File: src/sv/arithmetic_encoder_core_assert.svh
// ----------------------------------------------------------------------------
// arithmetic_encoder_core_assert.svh
// assertion macros used by the arithmetic encoder datapath
// ----------------------------------------------------------------------------
`ifndef ARITHMETIC_ENCODER_CORE_ASSERT_SVH
`define ARITHMETIC_ENCODER_CORE_ASSERT_SVH
`ifndef NO_ASSERTIONS
`define AEC_ASSERT(label, expr, msg) \
  label: assert property (@(posedge clk) disable iff (rst) (expr)) else $error(msg);
`define AEC_ASSERT_NEXT(label, ante, cons, msg) \
  label: assert property (@(posedge clk) disable iff (rst) (ante) |=> (cons)) else $error(msg);
`else
`define AEC_ASSERT(label, expr, msg)
`define AEC_ASSERT_NEXT(label, ante, cons, msg)
`endif
`endif

File: src/sv/aec_pkg.sv
// ----------------------------------------------------------------------------
// aec_pkg
// types and constants of the arithmetic encoder core
// ----------------------------------------------------------------------------
package aec_pkg;

  localparam int CNT_W      = 14;
  localparam int IN_DATA_W  = 48;
  localparam int MAX_BYTES  = 8;
  localparam int BYTE_CNT_W = 4;

  typedef enum logic [3:0] {
    ST_IDLE,
    ST_SETUP,
    ST_MUL,
    ST_DIV,
    ST_NARROW,
    ST_RENORM,
    ST_EMIT,
    ST_PEND,
    ST_FIN,
    ST_FLUSH,
    ST_DRAIN
  } aec_state_t;

  typedef struct packed {
    logic capture;
    logic set_range;
    logic load_prod;
    logic div_step;
    logic narrow;
    logic renorm;
    logic fin_pend;
    logic pack;
    logic pack_inv;
    logic flush;
    logic drain;
  } aec_cmd_t;

  typedef struct packed {
    logic bad_sym;
    logic div_done;
    logic narrow_ok;
    logic step_go;
    logic step_emit;
    logic pend_zero;
    logic pend_last;
    logic pack_ok;
    logic flush_ok;
    logic drain_ok;
  } aec_stat_t;

endpackage

File: src/sv/aec_ctrl.sv
// ----------------------------------------------------------------------------
// aec_ctrl
// sequencer of the arithmetic encoder: scaling, renormalization, flush
// ----------------------------------------------------------------------------
module aec_ctrl
  import aec_pkg::*;
(
  input  logic      clk,
  input  logic      rst,
  input  logic      in_valid,
  input  logic      in_req_type,
  output logic      in_ready,
  input  aec_stat_t stat,
  output aec_cmd_t  cmd
);

  aec_state_t state;
  aec_state_t state_next;
  logic       fin;

  always_ff @(posedge clk) begin
    if (rst) begin
      state <= ST_IDLE;
      fin   <= 1'b0;
    end else begin
      state <= state_next;
      if (cmd.capture) begin
        fin <= in_req_type;
      end
    end
  end

  always_comb begin
    state_next = state;
    unique case (state)
      ST_IDLE: begin
        if (in_valid) state_next = ST_SETUP;
      end
      ST_SETUP: begin
        if (fin) state_next = ST_FIN;
        else if (stat.bad_sym) state_next = ST_DRAIN;
        else state_next = ST_MUL;
      end
      ST_MUL: state_next = ST_DIV;
      ST_DIV: begin
        if (stat.div_done) state_next = ST_NARROW;
      end
      ST_NARROW: begin
        state_next = stat.narrow_ok ? ST_RENORM : ST_DRAIN;
      end
      ST_RENORM: begin
        if (!stat.step_go) state_next = ST_DRAIN;
        else if (stat.step_emit) state_next = ST_EMIT;
      end
      ST_EMIT: begin
        if (stat.pack_ok) begin
          if (!stat.pend_zero) state_next = ST_PEND;
          else state_next = fin ? ST_FLUSH : ST_RENORM;
        end
      end
      ST_PEND: begin
        if (stat.pack_ok && stat.pend_last) state_next = fin ? ST_FLUSH : ST_RENORM;
      end
      ST_FIN: state_next = ST_EMIT;
      ST_FLUSH: begin
        if (stat.flush_ok) state_next = ST_DRAIN;
      end
      ST_DRAIN: begin
        if (stat.drain_ok) state_next = ST_IDLE;
      end
      default: state_next = ST_IDLE;
    endcase
  end

  always_comb begin
    cmd           = '0;
    cmd.capture   = (state == ST_IDLE) && in_valid;
    cmd.set_range = (state == ST_SETUP);
    cmd.load_prod = (state == ST_MUL);
    cmd.div_step  = (state == ST_DIV);
    cmd.narrow    = (state == ST_NARROW) && stat.narrow_ok;
    cmd.renorm    = (state == ST_RENORM) && stat.step_go;
    cmd.fin_pend  = (state == ST_FIN);
    cmd.pack      = (state == ST_EMIT) && stat.pack_ok;
    cmd.pack_inv  = (state == ST_PEND) && stat.pack_ok;
    cmd.flush     = (state == ST_FLUSH) && stat.flush_ok;
    cmd.drain     = (state == ST_DRAIN) && stat.drain_ok;
  end

  assign in_ready = (state == ST_IDLE);

endmodule

File: src/sv/aec_datapath.sv
// ----------------------------------------------------------------------------
// aec_datapath
// interval registers, bit-serial dividers, bit packer and output stage
// ----------------------------------------------------------------------------
`include "arithmetic_encoder_core_assert.svh"

module aec_datapath
  import aec_pkg::*;
#(
  parameter int CODE_BITS   = 16,
  parameter int FREQ_BITS   = 14,
  parameter int PENDING_MAX = 32
) (
  input  logic             clk,
  input  logic             rst,
  input  aec_cmd_t         cmd,
  output aec_stat_t        stat,
  input  logic [CNT_W-1:0] cum_low,
  input  logic [CNT_W-1:0] cum_high,
  input  logic [CNT_W-1:0] cum_total,
  input  logic             out_ready,
  output logic             out_valid,
  output logic [7:0]       out_data,
  output logic             out_last
);

  localparam int FW     = (FREQ_BITS < CNT_W) ? FREQ_BITS : CNT_W;
  localparam int RW     = CODE_BITS + 1;
  localparam int PROD_W = RW + FW;
  localparam int DCW    = $clog2(PROD_W);
  localparam int SCW    = $clog2(CODE_BITS + 1);
  localparam int PW     = $clog2(PENDING_MAX + 1);

  logic [FW-1:0]         cl, ch, ct;
  logic [RW-1:0]         range_q;
  logic [PROD_W-1:0]     dq_up, dq_dn;
  logic [FW-1:0]         rem_up, rem_dn;
  logic [DCW-1:0]        div_cnt;
  logic [SCW-1:0]        steps;
  logic [CODE_BITS-1:0]  low, high;
  logic [PW-1:0]         pend;
  logic                  emit_bit;
  logic [7:0]            shift_reg;
  logic [2:0]            bits_held;
  logic [7:0]            hold_byte;
  logic                  hold_valid;
  logic [BYTE_CNT_W-1:0] byte_cnt;

  logic [FW:0]     trial_up, trial_dn;
  logic            ge_up, ge_dn;
  logic [RW-1:0]   q_up, q_dn, nhigh_w, nlow_w;
  logic            below, above, mid;
  logic            pb;
  logic [7:0]      packed_byte, flush_byte, cpl_byte;
  logic            cpl, take, out_free, room, push_hold;

  // one quotient bit per cycle for each bound
  assign trial_up = {rem_up, dq_up[PROD_W-1]};
  assign trial_dn = {rem_dn, dq_dn[PROD_W-1]};
  assign ge_up    = trial_up >= {1'b0, ct};
  assign ge_dn    = trial_dn >= {1'b0, ct};

  assign q_up    = dq_up[RW-1:0];
  assign q_dn    = dq_dn[RW-1:0];
  assign nhigh_w = {1'b0, low} + q_up - RW'(1);
  assign nlow_w  = {1'b0, low} + q_dn;

  assign below = !high[CODE_BITS-1];
  assign above = low[CODE_BITS-1];
  assign mid   = low[CODE_BITS-2] && !high[CODE_BITS-2];

  assign pb          = cmd.pack_inv ? ~emit_bit : emit_bit;
  assign packed_byte = {pb, shift_reg[7:1]};
  assign flush_byte  = shift_reg >> (4'd8 - {1'b0, bits_held});
  assign cpl_byte    = cmd.flush ? flush_byte : packed_byte;
  assign cpl         = ((cmd.pack || cmd.pack_inv) && (bits_held == 3'd7)) ||
                       (cmd.flush && (bits_held != 3'd0));
  assign take        = cpl && (byte_cnt < BYTE_CNT_W'(MAX_BYTES));
  assign out_free    = !out_valid || out_ready;
  assign room        = !hold_valid || out_free || (byte_cnt == BYTE_CNT_W'(MAX_BYTES));
  assign push_hold   = hold_valid && (take || cmd.drain);

  always_comb begin
    stat           = '0;
    stat.bad_sym   = (ct == '0) || (ch <= cl) || (ch > ct);
    stat.div_done  = (div_cnt == DCW'(PROD_W - 1));
    stat.narrow_ok = q_up > q_dn;
    stat.step_go   = (steps != SCW'(CODE_BITS)) && (below || above || mid);
    stat.step_emit = below || above;
    stat.pend_zero = (pend == '0);
    stat.pend_last = (pend == PW'(1));
    stat.pack_ok   = (bits_held != 3'd7) || room;
    stat.flush_ok  = (bits_held == 3'd0) || room;
    stat.drain_ok  = !hold_valid || out_free;
  end

  // capture, scaling and division
  always_ff @(posedge clk) begin
    if (cmd.capture) begin
      cl <= cum_low[FW-1:0];
      ch <= cum_high[FW-1:0];
      ct <= cum_total[FW-1:0];
    end
    if (cmd.set_range) begin
      range_q <= {1'b0, high} - {1'b0, low} + RW'(1);
    end
    if (cmd.load_prod) begin
      dq_up   <= PROD_W'(range_q) * PROD_W'(ch);
      dq_dn   <= PROD_W'(range_q) * PROD_W'(cl);
      rem_up  <= '0;
      rem_dn  <= '0;
      div_cnt <= '0;
    end else if (cmd.div_step) begin
      rem_up  <= ge_up ? FW'(trial_up - {1'b0, ct}) : FW'(trial_up);
      rem_dn  <= ge_dn ? FW'(trial_dn - {1'b0, ct}) : FW'(trial_dn);
      dq_up   <= {dq_up[PROD_W-2:0], ge_up};
      dq_dn   <= {dq_dn[PROD_W-2:0], ge_dn};
      div_cnt <= div_cnt + DCW'(1);
    end
    if (cmd.narrow) begin
      steps <= '0;
    end else if (cmd.renorm) begin
      steps <= steps + SCW'(1);
    end
    if (cmd.renorm && (below || above)) begin
      emit_bit <= above;
    end else if (cmd.fin_pend) begin
      emit_bit <= low[CODE_BITS-1] | low[CODE_BITS-2];
    end
  end

  // interval, pending count and bit packer
  always_ff @(posedge clk) begin
    if (rst) begin
      low       <= '0;
      high      <= '1;
      pend      <= '0;
      shift_reg <= '0;
      bits_held <= '0;
    end else begin
      if (cmd.narrow) begin
        low  <= nlow_w[CODE_BITS-1:0];
        high <= nhigh_w[CODE_BITS-1:0];
      end else if (cmd.renorm) begin
        if (!below && !above) begin
          low  <= {1'b0, low[CODE_BITS-3:0], 1'b0};
          high <= {1'b1, high[CODE_BITS-3:0], 1'b1};
        end else begin
          low  <= {low[CODE_BITS-2:0], 1'b0};
          high <= {high[CODE_BITS-2:0], 1'b1};
        end
      end
      if ((cmd.renorm && !below && !above) || cmd.fin_pend) begin
        if (pend != PW'(PENDING_MAX)) pend <= pend + PW'(1);
      end else if (cmd.pack_inv) begin
        pend <= pend - PW'(1);
      end
      if (cmd.pack || cmd.pack_inv) begin
        if (bits_held == 3'd7) begin
          shift_reg <= '0;
          bits_held <= '0;
        end else begin
          shift_reg <= packed_byte;
          bits_held <= bits_held + 3'd1;
        end
      end
      if (cmd.flush) begin
        low       <= '0;
        high      <= '1;
        pend      <= '0;
        shift_reg <= '0;
        bits_held <= '0;
      end
    end
  end

  // last completed byte waits in hold until its last flag is known
  always_ff @(posedge clk) begin
    if (rst) begin
      hold_valid <= 1'b0;
      byte_cnt   <= '0;
      out_valid  <= 1'b0;
    end else begin
      if (cmd.capture) begin
        byte_cnt <= '0;
      end else if (take) begin
        byte_cnt <= byte_cnt + BYTE_CNT_W'(1);
      end
      if (take) begin
        hold_valid <= 1'b1;
      end else if (cmd.drain) begin
        hold_valid <= 1'b0;
      end
      if (push_hold) begin
        out_valid <= 1'b1;
      end else if (out_ready) begin
        out_valid <= 1'b0;
      end
    end
  end

  always_ff @(posedge clk) begin
    if (take) begin
      hold_byte <= cpl_byte;
    end
    if (push_hold) begin
      out_data <= hold_byte;
      out_last <= cmd.drain;
    end
  end

  `AEC_ASSERT(a_interval_order, low <= high, "interval bounds crossed")
  `AEC_ASSERT(a_pend_bound, pend <= PW'(PENDING_MAX), "pending count above limit")
  `AEC_ASSERT(a_byte_bound, byte_cnt <= BYTE_CNT_W'(MAX_BYTES), "too many bytes for item")
  `AEC_ASSERT_NEXT(a_flush_clears, cmd.flush, (bits_held == 3'd0) && (pend == '0) && (low == '0), "flush left state")
  `AEC_ASSERT_NEXT(a_drain_empties, cmd.drain, !hold_valid, "hold byte kept after drain")

endmodule

File: src/sv/arithmetic_encoder_core.sv
// ----------------------------------------------------------------------------
// arithmetic_encoder_core
// integer arithmetic encoder, static model per symbol, byte output lsb first
// ----------------------------------------------------------------------------
//  channel  dir  tdata                                   tuser      tlast
//  s_axis   in   [13:0] cum_low [27:14] cum_high         req_type   -
//                [41:28] cum_total, rest zero
//  m_axis   out  [7:0] out_byte                          -          last
//
//  encode item: capture, range setup, product load, the two bit-serial
//  dividers, narrowing, renormalization steps, coded bit output, drain
//  finish item: pending bump, coded bit output, flush, drain
//  reset returns control, interval, pending, packer and hold/output flags at once, no clearing pass
//  a byte stall holds the packer only when hold and output register are full
// ----------------------------------------------------------------------------
module arithmetic_encoder_core
  import aec_pkg::*;
#(
  parameter int CODE_BITS   = 16,
  parameter int FREQ_BITS   = 14,
  parameter int PENDING_MAX = 32
) (
  input  logic                 clk,
  input  logic                 rst,
  input  logic                 s_axis_tvalid,
  output logic                 s_axis_tready,
  input  logic [IN_DATA_W-1:0] s_axis_tdata,  // cum_low, cum_high, cum_total
  input  logic                 s_axis_tuser,  // req_type
  output logic                 m_axis_tvalid,
  input  logic                 m_axis_tready,
  output logic [7:0]           m_axis_tdata,  // out_byte
  output logic                 m_axis_tlast
);

  aec_cmd_t  cmd;
  aec_stat_t stat;

  aec_ctrl u_ctrl (
    .clk         (clk),
    .rst         (rst),
    .in_valid    (s_axis_tvalid),
    .in_req_type (s_axis_tuser),
    .in_ready    (s_axis_tready),
    .stat        (stat),
    .cmd         (cmd)
  );

  aec_datapath #(
    .CODE_BITS   (CODE_BITS),
    .FREQ_BITS   (FREQ_BITS),
    .PENDING_MAX (PENDING_MAX)
  ) u_datapath (
    .clk       (clk),
    .rst       (rst),
    .cmd       (cmd),
    .stat      (stat),
    .cum_low   (s_axis_tdata[CNT_W-1:0]),
    .cum_high  (s_axis_tdata[2*CNT_W-1:CNT_W]),
    .cum_total (s_axis_tdata[3*CNT_W-1:2*CNT_W]),
    .out_ready (m_axis_tready),
    .out_valid (m_axis_tvalid),
    .out_data  (m_axis_tdata),
    .out_last  (m_axis_tlast)
  );

endmodule

File: config.mk
export PLATFORM = sky130hd
export DESIGN_NAME = arithmetic_encoder_core
export DESIGN_NICKNAME = d
export VERILOG_FILES = /design/src/sv/aec_pkg.sv /design/src/sv/aec_ctrl.sv /design/src/sv/aec_datapath.sv /design/src/sv/arithmetic_encoder_core.sv
export VERILOG_INCLUDE_DIRS = /design/src /design/src/sv
export SDC_FILE = /design/constraint.sdc
export NUM_CORES = 2
export LEC_CHECK = 0
export ABC_AREA = 1
export BUFFER_PORTS_ARGS = -buffer_cell sky130_fd_sc_hd__buf_4
export CAP_MARGIN = 10
export CORE_MARGIN = 5
export CORE_UTILIZATION = 45
export DETAILED_ROUTE_END_ITERATION = 8
export PLACE_DENSITY = 0.64
export SLEW_MARGIN = 15
export SYNTH_ARGS = -nofsm -noshare
export SYNTH_HDL_FRONTEND = slang
export SYNTH_SLANG_ARGS = --single-unit
File: constraint.sdc
create_clock -name clk -period 6.2 [get_ports clk]
set_input_delay 0.93 -clock clk [delete_from_list [all_inputs] [get_ports clk]]
set_output_delay 0.93 -clock clk [all_outputs]
set_load 0.02 [all_outputs]
Word-level counts from Yosys, hierarchy flattened --
Index checks and enable logic that the tools add are counted.
Storage, ports and cells: register bits after elaboration 237, bits in latches 0, memory bits (writable) 0, ROM bits 0, input port bits 53, output and inout bits 11, logic and storage cells 164, memories kept 0
Operators by class: add/sub/neg operators 14, multiply operators 2, div/mod/pow operators 0, magnitude comparators 6, eq/ne operators 25, shift operators 1, mux-type cells 39, bitwise gates (word level) 2, reduce and logical (&&, ||, !) cells 51
Operator list (count):
- 2-to-1 mux 31 bit | 4
- 2-to-1 mux 16 bit | 6
- multiplier 17 x 14 -> 31 bit | 2
- 2-to-1 mux 4 bit | 13
- one-hot mux 4 bit (11 select lines) | 1
- adder 16 bit | 2
- >= comparator 15 x 14 -> 1 bit | 2
- 2-to-1 mux 14 bit | 2
- subtractor 14 bit | 2
- logical AND 1 bit | 18
- 2-to-1 mux 6 bit | 3
- adder 17 x 1 -> 17 bit (second input constant) | 1
- greater-than comparator 17 bit | 1
- subtractor 16 x 16 -> 17 bit | 1
- equality test 4 x 3 -> 1 bit (second input constant) | 4
- equality test 4 bit (second input constant) | 4
- 2-to-1 mux 8 bit | 2
- subtractor 16 x 1 -> 16 bit (second input constant) | 1
- greater-than comparator 14 bit | 1
- <= comparator 14 bit | 1
- zero test 14 bit | 1
- logical OR 1 bit | 13
- nonzero test 2 bit | 6
- adder 5 x 1 -> 5 bit (second input constant) | 2
- other kinds (29) | 47

Logic depth before layout (Yosys ltp) --
depth after elaboration 13, gate-level depth with buffers 29, depth with buffers taken out 27

Cells and area by module --
Synthesis repeated with hierarchy kept, for this count alone.
Second synthesis, totals: cells, all modules 4536, area, all modules 32871.5 sq um
By module, submodules not included:
- aec_datapath | instances 1, cells an instance 4426, area an instance 32308.5 sq um, seq. area each 6035.8 sq um
- aec_ctrl | instances 1, cells an instance 110, area an instance 563.0 sq um, seq. area each 100.1 sq um

Least setup slack after synthesis --
Ideal clock, no wire load.
kind reg2reg, start register u_datapath.ch[13], end register u_datapath.dq_up[28] (data pin), library setup time 254 ps, data arrival time 5445 ps, required time 5946 ps, slack 501 ps, stages on the path, launching flop included 22, buffers on the path 2, period minus slack after synthesis 5699 ps, cell sequence edfxtp_1 > clkbuf_1 > clkbuf_1 > nand2_1 > fa_1 > fa_1 > inv_1 > fa_1 > fa_1 > fa_1 > inv_1 > fa_1 > inv_1 > ha_1 > a21oi_1 > o21ai_0 > a21oi_1 > inv_1 > a21oi_1 > nand3_1 > nand3_1 > nand2_1
Between the ends: word-level cells in the longest chain between the ends 2
RTL lines:
- from (decl) | RTL line aec_datapath.sv:34 | logic [FW-1:0] cl, ch, ct;
- from (signal assigned) | RTL line aec_datapath.sv:101 | ch <= cum_high[FW-1:0];
- multiplier 17 x 14 -> 31 bit | RTL line aec_datapath.sv:108 | dq_up <= PROD_W'(range_q) * PROD_W'(ch);
- 2-to-1 mux 31 bit | RTL line aec_datapath.sv:107 | if (cmd.load_prod) begin
- to (signal assigned) | RTL line aec_datapath.sv:108
- to (signal assigned) | RTL line aec_datapath.sv:116 | dq_up <= {dq_up[PROD_W-2:0], ge_up};
- to (decl) | RTL line aec_datapath.sv:36 | logic [PROD_W-1:0] dq_up, dq_dn;
Every way passes these cells. A chain may end at the register's enable or synchronous reset.

Final worst setup path --
start register u_datapath.ch[3], end register u_datapath.dq_up[21] (data pin)
Same word-level chain as after synthesis.

==> impl_metrics.tcl <==
set metrics [dict create \
    io_pins 64 \
    cap_violations 0 \
    slew_headroom_pct 32.23 \
    rr_worst_depth 22 \
    rr_startpoint "u_datapath.ch[3]" \
    fp.dieH_um 275.7 \
    antenna_found_initial 0 \
    rsz0062_at_grt "no" \
    worstPathArrival_ns 6.29 \
    worst_setup_path_end_kind "flop" \
    avgSynthCellArea_um2 7.559 \
    ys_types 51 \
    grt_overflow 0 \
    grt_pass1_wl_mm 137.7 \
    clock_sinks 237 \
    drtPass1Iterations 7 \
    yosys_most_used_dff "edfxtp_1" \
    synth_edf_count 139 \
    cts_htree_levels 1 \
    worstSetupPathType "flop to flop" \
    cp.required_ns 6.57 \
    whs_path_depth 0 \
    start_kind "flop" \
    fillCellCount 6859 \
    die_area_um2 75990 \
    post-place-ws_ns 0.2007 \
    worstMarginPinSlew_ns 1.016 \
    diodes 0 \
    hold_class "flop to flop" \
    status "complete, no violations" \
    vias 26640 \
    grt_usage_pct 22.50 \
    r2r_setup_slack_ns 0.29 \
    skew_ns 0.02565 \
    tns_ns 0 \
    path_clk_slew_ns 0.08 \
    period_needed_ns 5.913 \
    post-route-period-util_pct 95.37 \
    hp-start "u_datapath.hold_byte[1]" \
    dr_wl_met2_mm 37.30 \
    numCtsBuffers 31 \
    drc_errors 0 \
    grt_max_degree 75 \
    placement_rows 97 \
    area_growth_pct 10.12 \
    worstSkewPairLatency_ns 0.62 \
    drt-met1-wl_mm 39.55 \
    cts_tree "done" \
    drt_iter0_markers 1863 \
    drive_above_1_share_pct 6.810 \
    top_layer_used "met4" \
    synth_seq_area_share_pct 19.32 \
    cts_root_buf "clkbuf_16" \
    hold_viol 0 \
    holdPathEnd "u_datapath.out_data[1]" \
    drv_slew 0 \
    dp_hpwl_mm 66.90 \
    ys_ff_latch 237 \
    viasPerCell 5.096 \
    reg_top3 "u_datapath.dq_dn x31, u_datapath.dq_up x31, u_datapath.range_q x17" \
    initial_core_util_pct 45.36 \
    cp_max_fo 8 \
    clockBufferDepth 3 \
    wl_met3_mm 6.205 \
    antenna_left 0 \
    synth_area_um2 31760 \
    finalWeightedCongestion 0.9269 \
    final_nets 5029 \
    drt-wirelength-per-cell_um 16.27 \
    r2r-end "u_datapath.dq_up[21]" \
    die_width_um 275.7 \
    ctsHoldBuffers 0 \
    numPortBuffers 57 \
    fmax_mhz 169.1 \
    first_global_vias 25870 \
    core-area_um2 70030 \
    drt_wl_total_mm 85.07 \
    synth_top_area_cell "fa_1" \
    setup_violations 0 \
    synthCells 4202 \
    async_flop_share_pct 0 \
    ys_top_cells_by_area "fa_1 (23%), ha_1 (14%), nand2_1 (13%)" \
    synth_top_area_share_pct 22.63 \
    ys_warn_count 0 \
    synth_nets 4966 \
    fin_ws_ns 0.2871 \
]
-- synthesized netlist by cell type, types with 5 or more instances --
| cell | instances |
|---|---|
| edfxtp_1 | 139 |
| o21bai_1 | 8 |
| o211ai_1 | 16 |
| nor2_1 | 200 |
| o21ai_0 | 190 |
| o21a_1 | 6 |
| xor2_1 | 38 |
| buf_1 | 23 |
| fa_1 | 359 |
| o21ai_1 | 10 |
| a211oi_1 | 5 |
| clkbuf_1 | 108 |
| a31oi_1 | 20 |
| ha_1 | 352 |
| dfxtp_1 | 98 |
| nor3_1 | 24 |
| xnor2_1 | 39 |
| nand3b_1 | 10 |
| nand3_1 | 160 |
| buf_2 | 16 |
| a21oi_1 | 217 |
| or2_2 | 13 |
| inv_1 | 920 |
| a21o_1 | 17 |
| inv_2 | 10 |
| nand2_1 | 1113 |
| o31ai_1 | 5 |
| nand4_1 | 37 |
-- worst max path at each step --
stage,endpoint,startpoint,slack (ns),cells after the start
floorplan,u_datapath.dq_up[28],u_datapath.ch[13],0.50,21
global placement,u_datapath.dq_up[12],u_datapath.ch[4],0.21,19
detailed placement,u_datapath.dq_up[12],u_datapath.ch[4],0.20,22
CTS,u_datapath.dq_up[12],u_datapath.ch[4],0.16,22
global route,u_datapath.dq_up[22],u_datapath.ch[10],0.008,24
finish,u_datapath.dq_up[21],u_datapath.ch[3],0.29,22
-- critical path, stage by stage, from the launching register on --
cell and delay (ns):
edfxtp_1 0.36, buf_4 0.19, buf_4 0.18, nand2_1 0.07, inv_1 0.05, fa_1 0.50, inv_1 0.06, fa_1 0.53
inv_1 0.06, fa_1 0.52, fa_1 0.45, fa_1 0.57, inv_1 0.06, fa_1 0.54, inv_1 0.04, ha_1 0.34
a21oi_1 0.23, o21ai_0 0.14, a21oi_1 0.16, nand3_1 0.19, or2_2 0.32, nand3_1 0.07, nand2_1 0.06
-- final cells by class --
cell class	instances	area [um2]	share of cell area, %
Clock buffer	34	787.0	2.250
Clock inverter	22	224.0	0.6403
Inverter	930	3491	9.980
Multi-Input combinational cell	2882	21570	61.67
Sequential cell	237	6136	17.54
Tap cell	940	1176	3.363
Timing Repair Buffer	183	1592	4.550
-- layer usage --
layer,vias up,track usage [%]
li1,13110,-
met5,-,0
met2,755,35.63
met3,114,3.460
met4,0,5.270
met1,12670,32.63
-- what timing repair did --
item,4_1_cts,5_1_grt
resized for setup,0,17
setup buffers,0,27
setup endpoints to repair,0,29
-- per-stage QoR --
stage | hold WS [ns] | cells | utilization, % | cell area, um2
2_1_floorplan | 0.4003 | 4202 | - | 31760
3_3_place_gp | 0.4045 | 5144 | 48.03 | 33640
3_5_place_dp | 0.4054 | 5144 | 48.03 | 33640
4_1_cts | 0.4190 | 5200 | 49.48 | 34650
5_1_grt | 0.4279 | 5228 | 49.95 | 34980
6_report | 0.4176 | 5228 | 49.95 | 34980
-- placed cells by master (no fill, tap or decap), types with 38 or more instances in the layout --
cell,instances
a21oi_1,213
buf_4,166
dfxtp_1,98
edfxtp_1,139
fa_1,359
ha_1,350
inv_1,918
nand2_1,1111
nand3_1,160
nor2_1,196
o21ai_0,187
xnor2_1,39
xor2_1,38
-- logic make-up (layout without fill, tap and decap cells) --
family | after synthesis | in the layout | share of synthesized area (%)
flops | 237 | 237 | 19.32
fa+ha+maj | 711 | 711 | 36.49
xor+xnor | 77 | 77 | 2.123
simple gates | 1585 | 1585 | 20.41
buf+inv | 1083 | 1169 | 12.96
compound gates | 509 | 509 | 8.698
Power is not shown: default switching activity piles up to over one toggle a cycle in this logic, so the estimate is an artifact.
